File: config.mk
export PLATFORM = sky130hd
export DESIGN_NAME = nls_horner_stage
export DESIGN_NICKNAME = d
export VERILOG_FILES = /design/src/rtl/nls_pkg.sv /design/src/rtl/nls_horner_stage.sv
export SDC_FILE = /design/constraint.sdc
export NUM_CORES = 2
export LEC_CHECK = 0
export BUFFER_PORTS_ARGS = -buffer_cell sky130_fd_sc_hd__buf_2
export CORE_MARGIN = 2
export CORE_UTILIZATION = 24
export CTS_CLUSTER_DIAMETER = 100
export DETAILED_ROUTE_END_ITERATION = 8
export SYNTH_ARGS = -nofsm -noshare
export SYNTH_HDL_FRONTEND = slang
export SYNTH_SLANG_ARGS = --single-unit
File: constraint.sdc
create_clock -name clock -period 11.2 [get_ports clock]
set_input_delay 0.56 -clock clock [delete_from_list [all_inputs] [get_ports clock]]
set_output_delay 0.56 -clock clock [all_outputs]
set_load 0.01 [all_outputs]
File: src/rtl/nls_pkg.sv
// ----------------------------------------------------------------------------
// nls_pkg: shared types and constants for the natural log series block
// Fixed-point formats of the divider and the series stages, and the
// series coefficients 1/k in Q.30.
// ----------------------------------------------------------------------------
package nls_pkg;

   localparam int unsigned QF       = 30;
   localparam int unsigned X_W      = 32;
   localparam int unsigned DEN_W    = X_W + 1;
   localparam int unsigned QUO_W    = QF + 1;
   localparam int unsigned P_W      = 31;
   localparam int unsigned LOG_W    = 28;
   localparam int unsigned N_HORNER = 6;

   // divider state carried from stage to stage
   typedef struct packed {
      logic [DEN_W-1:0] rem;
      logic [QUO_W-1:0] dlow;
      logic [DEN_W-1:0] den;
      logic [QUO_W-1:0] quo;
      logic             neg;
   } div_type;

   // series state carried through the Horner stages
   typedef struct packed {
      logic [QUO_W-1:0] c;
      logic [QUO_W-1:0] c2;
      logic [P_W-1:0]   p;
      logic             neg;
   } ser_type;

   typedef logic [P_W-1:0] coef_array_type [0:N_HORNER];

   // round(2^30 / k) for k = 1, 3, ..., 13
   localparam coef_array_type COEF = '{
      31'd1073741824, 31'd357913941, 31'd214748365, 31'd153391689,
      31'd119304647,  31'd97612893,  31'd82595525
   };

endpackage

File: src/rtl/nls_horner_stage.sv
// ----------------------------------------------------------------------------
// nls_horner_stage: one Horner step of the series polynomial
// Forms p * c^2 rounded to Q.30 and adds the next coefficient.
// ----------------------------------------------------------------------------
module nls_horner_stage (
   input  logic                          clock,
   input  logic                          reset,
   input  logic                          en,
   input  logic [nls_pkg::P_W-1:0]       coef_value,
   input  logic                          in_valid,
   input  nls_pkg::ser_type              in_data,
   output logic                          out_valid,
   output nls_pkg::ser_type              out_data
);

   localparam int unsigned PROD_W = nls_pkg::P_W + nls_pkg::QUO_W;

   logic              valid_ff;
   nls_pkg::ser_type  data_ff;
   nls_pkg::ser_type  data_in;
   logic [PROD_W-1:0] prod;
   logic [PROD_W-1:0] prod_rnd;

   // multiply, round to Q.30 and add the coefficient
   always_comb begin
      prod     = PROD_W'(in_data.p) * PROD_W'(in_data.c2);
      prod_rnd = prod + (PROD_W'(1) << (nls_pkg::QF - 1));
      data_in   = in_data;
      data_in.p = nls_pkg::P_W'(prod_rnd >> nls_pkg::QF) + coef_value;
   end

   always_ff @(posedge clock) begin
      if (reset) begin
         valid_ff <= 1'b0;
      end else if (en) begin
         valid_ff <= in_valid;
      end
      if (en) begin
         data_ff <= data_in;
      end
   end

   assign out_valid = valid_ff;
   assign out_data  = data_ff;

endmodule

Yosys cells after proc, flatten, opt, wreduce, memory -nomap -nowiden
Index checks and enable logic that the tools add are counted.

Flip-flop bits (word level): 95. Input port bits: 129. Word-level logic and storage cells: 8.

Add/subtract/negate cells: 2. Multipliers: 1.

Operators by type and width (number): $add 61x30->61 const B (1); $mul 31x31->61 (1); $add 31x31->31 (1).

Depth between registers and ports, before layout
Word-level depth: 3. Gate-level depth with buffers: 41.

Worst setup path before layout
Ideal clock, no wire load.

Path type: input port to flip-flop. From: input port in_data[17] (netlist bit). To: register data_ff (netlist bit out_data[29]) (data pin). Setup time: 0.258 ns. Arrival time: 9.047 ns. Data required time: 10.942 ns. Path slack: 1.895 ns. Stages on the path: 36. Buffers on the path: 2. Path through: clkbuf_1 > and2_1 > fa_1 > fa_1 > fa_1 > inv_1 > fa_1 > inv_1 > fa_1 > fa_1 > fa_1 > inv_1 > fa_1 > inv_1 > ha_1 > clkbuf_1 > o21a_1 > o2111a_1 > a221o_1 > a21oi_1 > o211ai_1 > a21oi_2 > a21oi_1 > a21oi_1 > o21bai_1 > xor2_1 > ha_1 > a21oi_1 > nand2b_1 > o31ai_4 > o21ai_2 > o311a_1 > a21oi_2 > nor3_1 > a211oi_2 > xnor2_1.

RTL lines: start, declared (line nls_horner_stage.sv:11) `input nls_pkg::ser_type in_data,`; end signal, assigned (line nls_horner_stage.sv:39) `data_ff <= data_in;`; end, declared (line nls_horner_stage.sv:19) `nls_pkg::ser_type data_ff;`.

==> flow_summary.yaml <==
setup_path:
  cp_slowest_cell: "fa_1"
  start_kind: "primary input"
  cp_common_cell: "fa_1"
  endpoint: "out_data[29]$_DFFE_PP_"
  end_kind: "flop"
  cp.depth: 36
  cp.arrival_ns: 10.62
  crit_required_ns: 11.41
  r2r-end: "out_valid$_SDFFE_PP0P_"
  crit_path_start: "in_data[42]"
  crit_path_max_fanout: 20
  max_stage_delay_ns: 0.57
  regToRegSetupSlack_ns: 10.61
  timing.rr.start: "out_valid$_SDFFE_PP0P_"
  critPathTopFamily: "adder cells"
  critPathBufInv: 7
  worst-r2r-cell-count: 2
  worstSetupPathType: "in2reg"
synthesis:
  ys_types: 61
  synthArstFlopShare_pct: 0
  ys_warn_count: 0
  synth-edff-count: 94
  synth.net_count: 5018
  synth-main-ff-cell: "edfxtp_1"
  syn-cell-area_um2: 35300
  syn_area_per_cell_um2: 9.42
  ys_ff_latch: 95
  seq_area_frac_synth_pct: 8.06
  synthCells: 3744
floorplan:
  start_util_pct: 24.2
  ioPinCount: 224
  fp.dieW_um: 387
  die_h_um: 387
  die_area_um2: 150000
  coreArea_um2: 146000
  rows: 140
sta:
  rsz0062_at_grt: "no"
  min_period_over_period_pct: 92.9
  finalMaxSlewViolations: 0
  min_period_ns: 10.41
  slew_headroom_pct: 43.0
  hold_viol: 0
  setup_viol: 0
  fmax_mhz: 96.1
  skew_ns: 0
  hold_ws_ns: 0.271
  tns_ns: 0
  worst_pin_slew_ns: 0.855
global_routing:
  grt_pass1_vias: 27700
  grt_max_degree: 59
  grt_pass1_wl_mm: 157
  gr-total-overflow: 0
  grt_usage_pct: 13.5
  grt_antenna_before_repair: 18
cells_and_area:
  drive_above_1_share_pct: 7.52
  multiInputGateArea_um2: 28200
  fill_cells: 15600
  regArea_um2: 2840
  final_util_pct: 26.5
  area.growth.synth_to_final_pct: 9.68
  final_common_cell: "inv_1"
  final_cell_mix: "inv_1 (928), fa_1 (838), nand2_1 (513), and2_1 (495), ha_1 (307)"
  fin_nets: 5099
routing:
  viasPerCell: 4.35
  wire_per_inst_um: 16.9
  route.detailed.drc: 0
  drtIter0Drc: 1314
  dr_total_vias: 25000
  routed_wl_mm: 97.4
  postRouteAntennaNets: 0
  drtPass1Iterations: 7
clock_tree:
  clk_pin_slew_ns: 0.09
  htree_levels: 3
  cts_tree: "built"
  cts_num_sinks: 95
  cts_buffers: 9
  postCtsHoldBufs: 0
  clk_latency_ns: 0.44
  cts_root_buf: "clkbuf_16"
  cts_setup_buffers: 0
  cts_buffer_depth: 2
  cts_resized: 0
placement:
  place_congestion: 0.849
  dpl.hpwl_mm: 79.8
  portBuffers: 223
flow_run:
  maxCapViolCount: 0
min_path:
  hp-class: "in2reg"
run_status:
  status: "finished clean"
[layout make-up]
class | count | share of cell area, %
sequential | 95 | 7.35
timing repair buffer | 259 | 3.63
clock inverter | 7 | 0.210
multi-input combinational | 2532 | 73.0
inverter | 928 | 9.01
antenna | 4 | 0.0259
clock buffer | 9 | 0.583
tap | 1917 | 6.20
[Yosys cell counts (2+ instances only)]
master / instances / area (µm²)
a221oi_1: 2 / 17.5
o31ai_1: 5 / 37.5
a221o_1: 2 / 20.0
and3_1: 8 / 50.1
a211oi_1: 9 / 67.6
nor2_1: 27 / 101
a21o_1: 34 / 255
nand2b_1: 10 / 62.6
a211o_1: 2 / 17.5
nor3_1: 7 / 35.0
o31a_1: 2 / 17.5
a21oi_1: 65 / 325
or2_2: 4 / 25.0
nor3b_1: 2 / 15.0
ha_1: 307 / 3840
xor2_1: 20 / 175
edfxtp_1: 94 / 2820
and2_1: 495 / 3100
o221ai_1: 3 / 26.3
o21a_1: 11 / 82.6
nand2_1: 513 / 1930
inv_1: 928 / 3480
o211ai_1: 6 / 45.0
o21ai_1: 9 / 45.0
o21bai_1: 13 / 97.6
a41oi_1: 2 / 17.5
o22ai_1: 2 / 12.5
a31oi_1: 6 / 37.5
o2111ai_1: 4 / 35.0
nand4_1: 9 / 56.3
nand3_1: 10 / 50.1
nor2b_1: 5 / 31.3
o21ai_0: 28 / 140
xnor2_1: 47 / 412
clkbuf_1: 189 / 709
a21oi_2: 2 / 17.5
fa_1: 838 / 16800
[how the worst min path moves through the flow]
stage	start	endpoint	slack [ns]	cells after the start
after global placement	out_valid$_SDFFE_PP0P_	out_valid$_SDFFE_PP0P_	0.47	2
final	reset	out_valid$_SDFFE_PP0P_	0.27	2
after detailed placement	out_valid$_SDFFE_PP0P_	out_valid$_SDFFE_PP0P_	0.51	2
after global routing	in_data[81]	out_data[81]$_DFFE_PP_	0.25	1
after floorplan	out_valid$_SDFFE_PP0P_	out_valid$_SDFFE_PP0P_	0.53	2
after CTS	reset	out_valid$_SDFFE_PP0P_	0.22	2
[kinds of logic (layout without fill, tap and decap cells)]
family | after synthesis | in the layout | synth area share, %
mux | 1 | 1 | 0.0284
xor+xnor | 67 | 67 | 1.66
other cells | 0 | 4 | 0
flops | 95 | 95 | 8.06
compound gates | 224 | 224 | 4.27
fa+ha+maj | 1145 | 1145 | 58.5
buf+inv | 1117 | 1203 | 11.9
simple gates | 1095 | 1095 | 15.6
[registers in the layout, indices dropped and copies added, names as in the netlist]
signal	count
out_data	94
out_valid	1
[metal layers]
metal / up-vias / part of all wire, % / global-route usage (%)
li1: 11100 / - / -
met1: 13200 / 40 / 16.2
met2: 587 / 52 / 24.2
met3: 157 / 4.7 / 2.27
met4: 12 / 2.9 / 4.30
met5: - / 0.071 / 0
[through the flow]
stage	cell area [µm²]	cells	setup WS, ns
6_report	38700	5751	0.790
5_1_grt	38700	5748	0.234
4_1_cts	38700	5747	0.885
3_5_place_dp	38300	5731	0.383
3_3_place_gp	38300	5731	0.512
2_1_floorplan	35300	3744	1.89
Power is not shown: default switching activity piles up to over one toggle a cycle in this logic, so the estimate is an artifact.
