<file path="config.mk">
export PLATFORM = sky130hd
export DESIGN_NAME = nls_div_stage
export DESIGN_NICKNAME = d
export VERILOG_FILES = /design/src/rtl/nls_pkg.sv /design/src/rtl/nls_div_stage.sv
export SDC_FILE = /design/constraint.sdc
export NUM_CORES = 1
export LEC_CHECK = 0
export BUFFER_PORTS_ARGS = -buffer_cell sky130_fd_sc_hd__buf_2
export CORE_MARGIN = 2
export CORE_UTILIZATION = 30
export CTS_CLUSTER_DIAMETER = 80
export DETAILED_ROUTE_END_ITERATION = 10
export MAX_ROUTING_LAYER = met4
export PLACE_DENSITY = 0.59
export SYNTH_ARGS = -nofsm -noshare
export SYNTH_HDL_FRONTEND = slang
export SYNTH_SLANG_ARGS = --single-unit
export TNS_END_PERCENT = 1
</file>
<file path="constraint.sdc">
create_clock -name clock -period 3.7 [get_ports clock]
set_clock_uncertainty 0.2 [all_clocks]
set_input_delay 0.74 -clock clock [delete_from_list [all_inputs] [get_ports clock]]
set_output_delay 0.74 -clock clock [all_outputs]
set_load 0.01 [all_outputs]
</file>
<file path="src/rtl/nls_pkg.sv">
// ----------------------------------------------------------------------------
// nls_pkg: shared types and constants for the natural log series block
// Fixed-point formats of the divider and the series stages, and the
// series coefficients 1/k in Q.30.
// ----------------------------------------------------------------------------
package nls_pkg;

   localparam int unsigned QF       = 30;
   localparam int unsigned X_W      = 32;
   localparam int unsigned DEN_W    = X_W + 1;
   localparam int unsigned QUO_W    = QF + 1;
   localparam int unsigned P_W      = 31;
   localparam int unsigned LOG_W    = 28;
   localparam int unsigned N_HORNER = 6;

   // divider state carried from stage to stage
   typedef struct packed {
      logic [DEN_W-1:0] rem;
      logic [QUO_W-1:0] dlow;
      logic [DEN_W-1:0] den;
      logic [QUO_W-1:0] quo;
      logic             neg;
   } div_type;

   // series state carried through the Horner stages
   typedef struct packed {
      logic [QUO_W-1:0] c;
      logic [QUO_W-1:0] c2;
      logic [P_W-1:0]   p;
      logic             neg;
   } ser_type;

   typedef logic [P_W-1:0] coef_array_type [0:N_HORNER];

   // round(2^30 / k) for k = 1, 3, ..., 13
   localparam coef_array_type COEF = '{
      31'd1073741824, 31'd357913941, 31'd214748365, 31'd153391689,
      31'd119304647,  31'd97612893,  31'd82595525
   };

endpackage

</file>
<file path="src/rtl/nls_div_stage.sv">
// ----------------------------------------------------------------------------
// nls_div_stage: one restoring division step
// Shifts one dividend bit into the partial remainder, subtracts the divisor
// where it fits and appends one quotient bit.
// ----------------------------------------------------------------------------
module nls_div_stage (
   input  logic            clock,
   input  logic            reset,
   input  logic            en,
   input  logic            in_valid,
   input  nls_pkg::div_type in_data,
   output logic            out_valid,
   output nls_pkg::div_type out_data
);

   logic             valid_ff;
   nls_pkg::div_type data_ff;
   nls_pkg::div_type data_in;
   logic [nls_pkg::DEN_W:0] trial;
   logic                    fits;

   // shift in next dividend bit and try the subtraction
   always_comb begin
      trial = {in_data.rem, in_data.dlow[nls_pkg::QUO_W-1]};
      fits  = trial >= {1'b0, in_data.den};
      data_in      = in_data;
      data_in.rem  = fits ? nls_pkg::DEN_W'(trial - {1'b0, in_data.den})
                          : nls_pkg::DEN_W'(trial);
      data_in.dlow = {in_data.dlow[nls_pkg::QUO_W-2:0], 1'b0};
      data_in.quo  = {in_data.quo[nls_pkg::QUO_W-2:0], fits};
   end

   // advance when the pipeline moves
   always_ff @(posedge clock) begin
      if (reset) begin
         valid_ff <= 1'b0;
      end else if (en) begin
         valid_ff <= in_valid;
      end
      if (en) begin
         data_ff <= data_in;
      end
   end

   assign out_valid = valid_ff;
   assign out_data  = data_ff;

endmodule

</file>
# Yosys cells after proc, flatten, opt, wreduce, memory -nomap -nowiden
# Index checks and enable logic that the tools add are counted.
# word_totals
inputBits,133
reg_bits,129
# classes
magnitude_cmp,1
addsub,1
muxes,1
# op_table
operator,n
34-bit by 33-bit >= comparator with 1-bit output,1
33-bit 2-to-1 mux,1
33-bit subtractor,1

# Depth between registers and ports, before layout
# depth
word_depth,2
depth_mapped,13

# Worst setup path after synthesis
# No wires, ideal clock.
# synth_path
path_kind,input port to flip-flop
startpoint,input in_data[95] (netlist bit)
endpoint,"register data_ff, in the netlist out_data[128], data pin"
setup_time_ns,0.260
required_ns,3.240
path_buffers,0
arrival_time_ns,2.956
cell_stages,12
setup_slack_ns,0.284
path_cell_list,inv_1 ha_1 inv_1 fa_1 a21o_1 a221oi_2 o211ai_1 a21o_1 a211oi_2 o311ai_1 xor2_1 mux2_2
# synth_rtl
item,line,source
start: declaration,nls_div_stage.sv:11,"input nls_pkg::div_type in_data,"
end signal: assignment,nls_div_stage.sv:41,data_ff <= data_in;
end: declaration,nls_div_stage.sv:17,nls_pkg::div_type data_ff;

==> summary by stage <==
Critical path
The worst setup path is launched from an input pin. The kind of capture point of the worst setup path is a flop. The critical path in this run is classified as in2reg.

Data on the critical path is required at its endpoint by 3.67 ns. Data on the critical path arrives at its endpoint at 3.40 ns. The logic depth of the worst register-to-register path is 2.

The setup slack on the worst flop-to-flop path is 2.92 ns. In this run the worst path has a maximum fanout of 3. The endpoint of the worst-slack reg-to-reg timing path is out_valid. The startpoint of the most critical register-to-register path is out_valid.

Clock tree
Clock-pin slew was measured on the worst setup and hold paths at 0.06 ns. The count of cells resized by post-cts repair is 0. The root buffer cell is clkbuf_16. The deepest clock path buffer count is 2.

CTS built an H-tree with a depth of 4. The number of buffers inserted for hold repair after clock tree synthesis is 0. Post-CTS timing repair inserted 0 buffers for setup.

The TritonCTS clock tree is done. The total clock sinks is 129. At the later pin of the worst-skew pair, clock insertion delay measures 0.41 ns. The number of buffers inserted during clock tree synthesis is 17.

STA
The time the final worst path needs with I/O delays and setup is 3.432 ns. The max-slew violation total from the final report was 0. In the finished design, the share of the clock period the worst path needs comes to 0.9275.

The setup slack of the critical path after layout is 0.2681 ns. Setup repair after global routing left no endpoint under its margin. Measured against its own limit, the worst slew margin works out to 0.5997. The final hold violation count is 0. The worst-margin pin slew is 0.5852 ns.

The total negative setup slack is 0 ns. The fmax is 0.2914 GHz. The count of endpoints failing setup in the final report is 0.

Finish
The growth of design area from synthesis to finish is 40.00%. The layout filler cell count is 1961. In the layout the commonest cells are buf_2 (259), edfxtp_1 (128), a21oi_1 (48). Leaving out fill and tap cells, the most frequent cell in the layout is buf_2.

In the final layout, the share of cells above drive strength 1 is 0.4377. The total number of nets in the final design is 957. The number of standard cells in the final layout excluding fillers is 1074.

Worst hold path
In this run the worst hold path is classified as in2reg. The worst hold endpoint is out_valid. The startpoint identified for the worst hold timing path is reset. The count of cells along the worst hold path is 2.

Global routing
Entering global routing, the biggest net connects 56 pins. In the global route stage, overall resource usage came out at 0.1665. The number of global-route vias before repair was 4945. The initial antenna violation count is 2. For this run the aggregate overflow at the end of global routing stands at 0. The first global-routing pass estimated 26.58 mm of wire.

Place
The detailed placement HPWL is 14.09 mm. At the placement stage, the worst setup path has a slack of -0.1791 ns. The number of placed cells counting well taps is 1041. Input and output buffers added on the ports amount to 260. The placer's final routability congestion estimate is 0.8499.

Floorplanning
The area inside the core boundary is 20360 sq um. In this run the core area contains 52 standard-cell rows. The die is 148.7 um tall. The count of pins on the block boundary is 263. From left edge to right edge, the die measures 148.7 um. The starting density of the core is 0.3083.

The floorplan step defined a die boundary enclosing 22100 sq um.

Synthesis
In the synthesized netlist the dominant register cell turns out to be edfxtp_1. The number of enable-type register cells in the synthesized netlist is 128. When the netlist entered floorplanning its net count stood at 650. By area the synthesized netlist is led by edfxtp_1 (61%), ha_1 (6.6%), a21oi_1 (3.8%). Counting flops with an async set or reset pin after synthesis yields a share of 0. The number of warnings issued by yosys is 0.

The post-synthesis instance total is 483. Averaged over all synthesized cells, the footprint is 13.00 sq um. The post-synthesis cell type with the largest combined area is edfxtp_1. The proportion of synthesized chip area in sequential cells is 0.6154.

The post-synthesis sequential element count is 129. After synthesis, the netlist uses 64 different library cells. The share of synthesized area in the top cell type comes to 0.6122. The synthesized cell area is 6279 sq um.

Pwr
The leakage power total is 0.003974 uW. IR analysis of the VDD net gives a maximum drop of 0.2866 mV. The power per cell area is 502.9 nW/um^2.

Drt
Dividing the detail-routed via count by the number of cells gives 4.617. The count of nets left with antenna violations once routing finished came out at 0. For this block, the routed nets add up to 18.16 mm of wire. The number of iterations in the first detailed-routing pass is 5. The final route contains 4959 vias. In the routed design, unresolved DRC markers number 0.

The average detailed-routed wire length per instance is 16.90 um. The first routing iteration left 217 violations.

Run status
The run finished with clean final reports.

Flow run
The number of max-cap violations is 0.
==> per-stage QoR <==
step / cell area, sq um / utilization / hold slack, ns / total power (uW)
after CTS: 8785 / 0.4314 / 0.2438 / 4486
final: 8790 / 0.4316 / 0.2703 / 4421
after global routing: 8790 / 0.4316 / 0.2519 / 4627
after global placement: 8177 / 0.4015 / 0.2770 / 2696
after floorplan: 6279 / - / 0.3279 / 2299
after detailed placement: 8177 / 0.4015 / 0.2861 / 2698
==> state kept, by name, summed over array words and instances (netlist names) <==
name	cells
out_data	128
out_valid	1
==> logic make-up (layout without fill, tap and decap cells) <==
family / count (synthesis) / count (layout) / share of synthesized area
flops: 129 / 129 / 0.6154
compound gates: 123 / 123 / 0.1357
simple gates: 96 / 96 / 0.07114
buf+inv: 54 / 373 / 0.03746
fa+ha+maj: 34 / 34 / 0.06895
xor+xnor: 30 / 30 / 0.04185
mux: 16 / 16 / 0.02890
other cells: 1 / 3 / 0.0005973
==> synthesized netlist by cell type (2+ instances only) <==
cell type  count
edfxtp_1     128
a21oi_1       48
inv_1         44
nor2_1        37
ha_1          33
nand2_1       22
xnor2_1       18
a21o_1        17
o21ai_0       13
xor2_1        12
mux2_1         8
and3_1         7
nand3_1        6
buf_2          5
mux2_2         5
nor3_1         5
o21a_1         5
o21bai_1       5
nand2b_1       4
nand4_1        4
or3_1          3
a2111oi_0      2
a211o_1        2
a21boi_0       2
a21oi_2        2
a221o_1        2
a31o_2         2
buf_4          2
mux2i_1        2
nor4_1         2
o211ai_1       2
o31ai_1        2
==> worst max path at each step <==
stage / start / to / slack [ns] / cells past startpoint
global placement: in_data[95] / out_data[128] / -0.18 / 14
floorplan: in_data[95] / out_data[128] / 0.28 / 12
detailed placement: in_data[95] / out_data[128] / -0.18 / 14
finish: in_data[95] / out_data[128] / 0.27 / 14
global route: in_data[95] / out_data[128] / 0.12 / 14
CTS: in_data[95] / out_data[128] / 0.27 / 14
==> critical path, stage by stage <==
cell	delay, ns
buf_2	0.11
inv_1	0.05
ha_1	0.14
inv_1	0.05
fa_1	0.40
a21o_1	0.23
a221oi_2	0.35
o211ai_1	0.17
a21o_1	0.22
a211oi_2	0.22
buf_4	0.17
o311ai_1	0.12
xor2_1	0.15
mux2_2	0.27
==> cell type report <==
cell class | instances | area, sq um | share of cell area
multi-input combinational | 300 | 2180 | 0.2480
clock buffer | 17 | 425.4 | 0.04840
tap | 270 | 337.8 | 0.03843
inverter | 44 | 165.2 | 0.01879
timing repair buffer | 298 | 1630 | 0.1855
antenna | 2 | 5.005 | 0.0005694
clock inverter | 14 | 182.7 | 0.02078
sequential | 129 | 3864 | 0.4396
==> layer usage <==
layer	share of wire	GRT usage	vias up
li1	-	-	2425
met1	0.41	0.1872	2321
met3	0.081	0.05307	20
met2	0.50	0.2803	193
met4	0.015	0.05810	0
met5	0	-	-
==> power breakdown <==
part / total [uW] / switching (uW) / internal (uW)
Sequential: 1820 / 35.0 / 1780
Clock: 1760 / 694 / 1070
Combinational: 840 / 458 / 383
Total: 4420 / 1190 / 3230
Note: power is estimated with default switching activity, not from simulation.
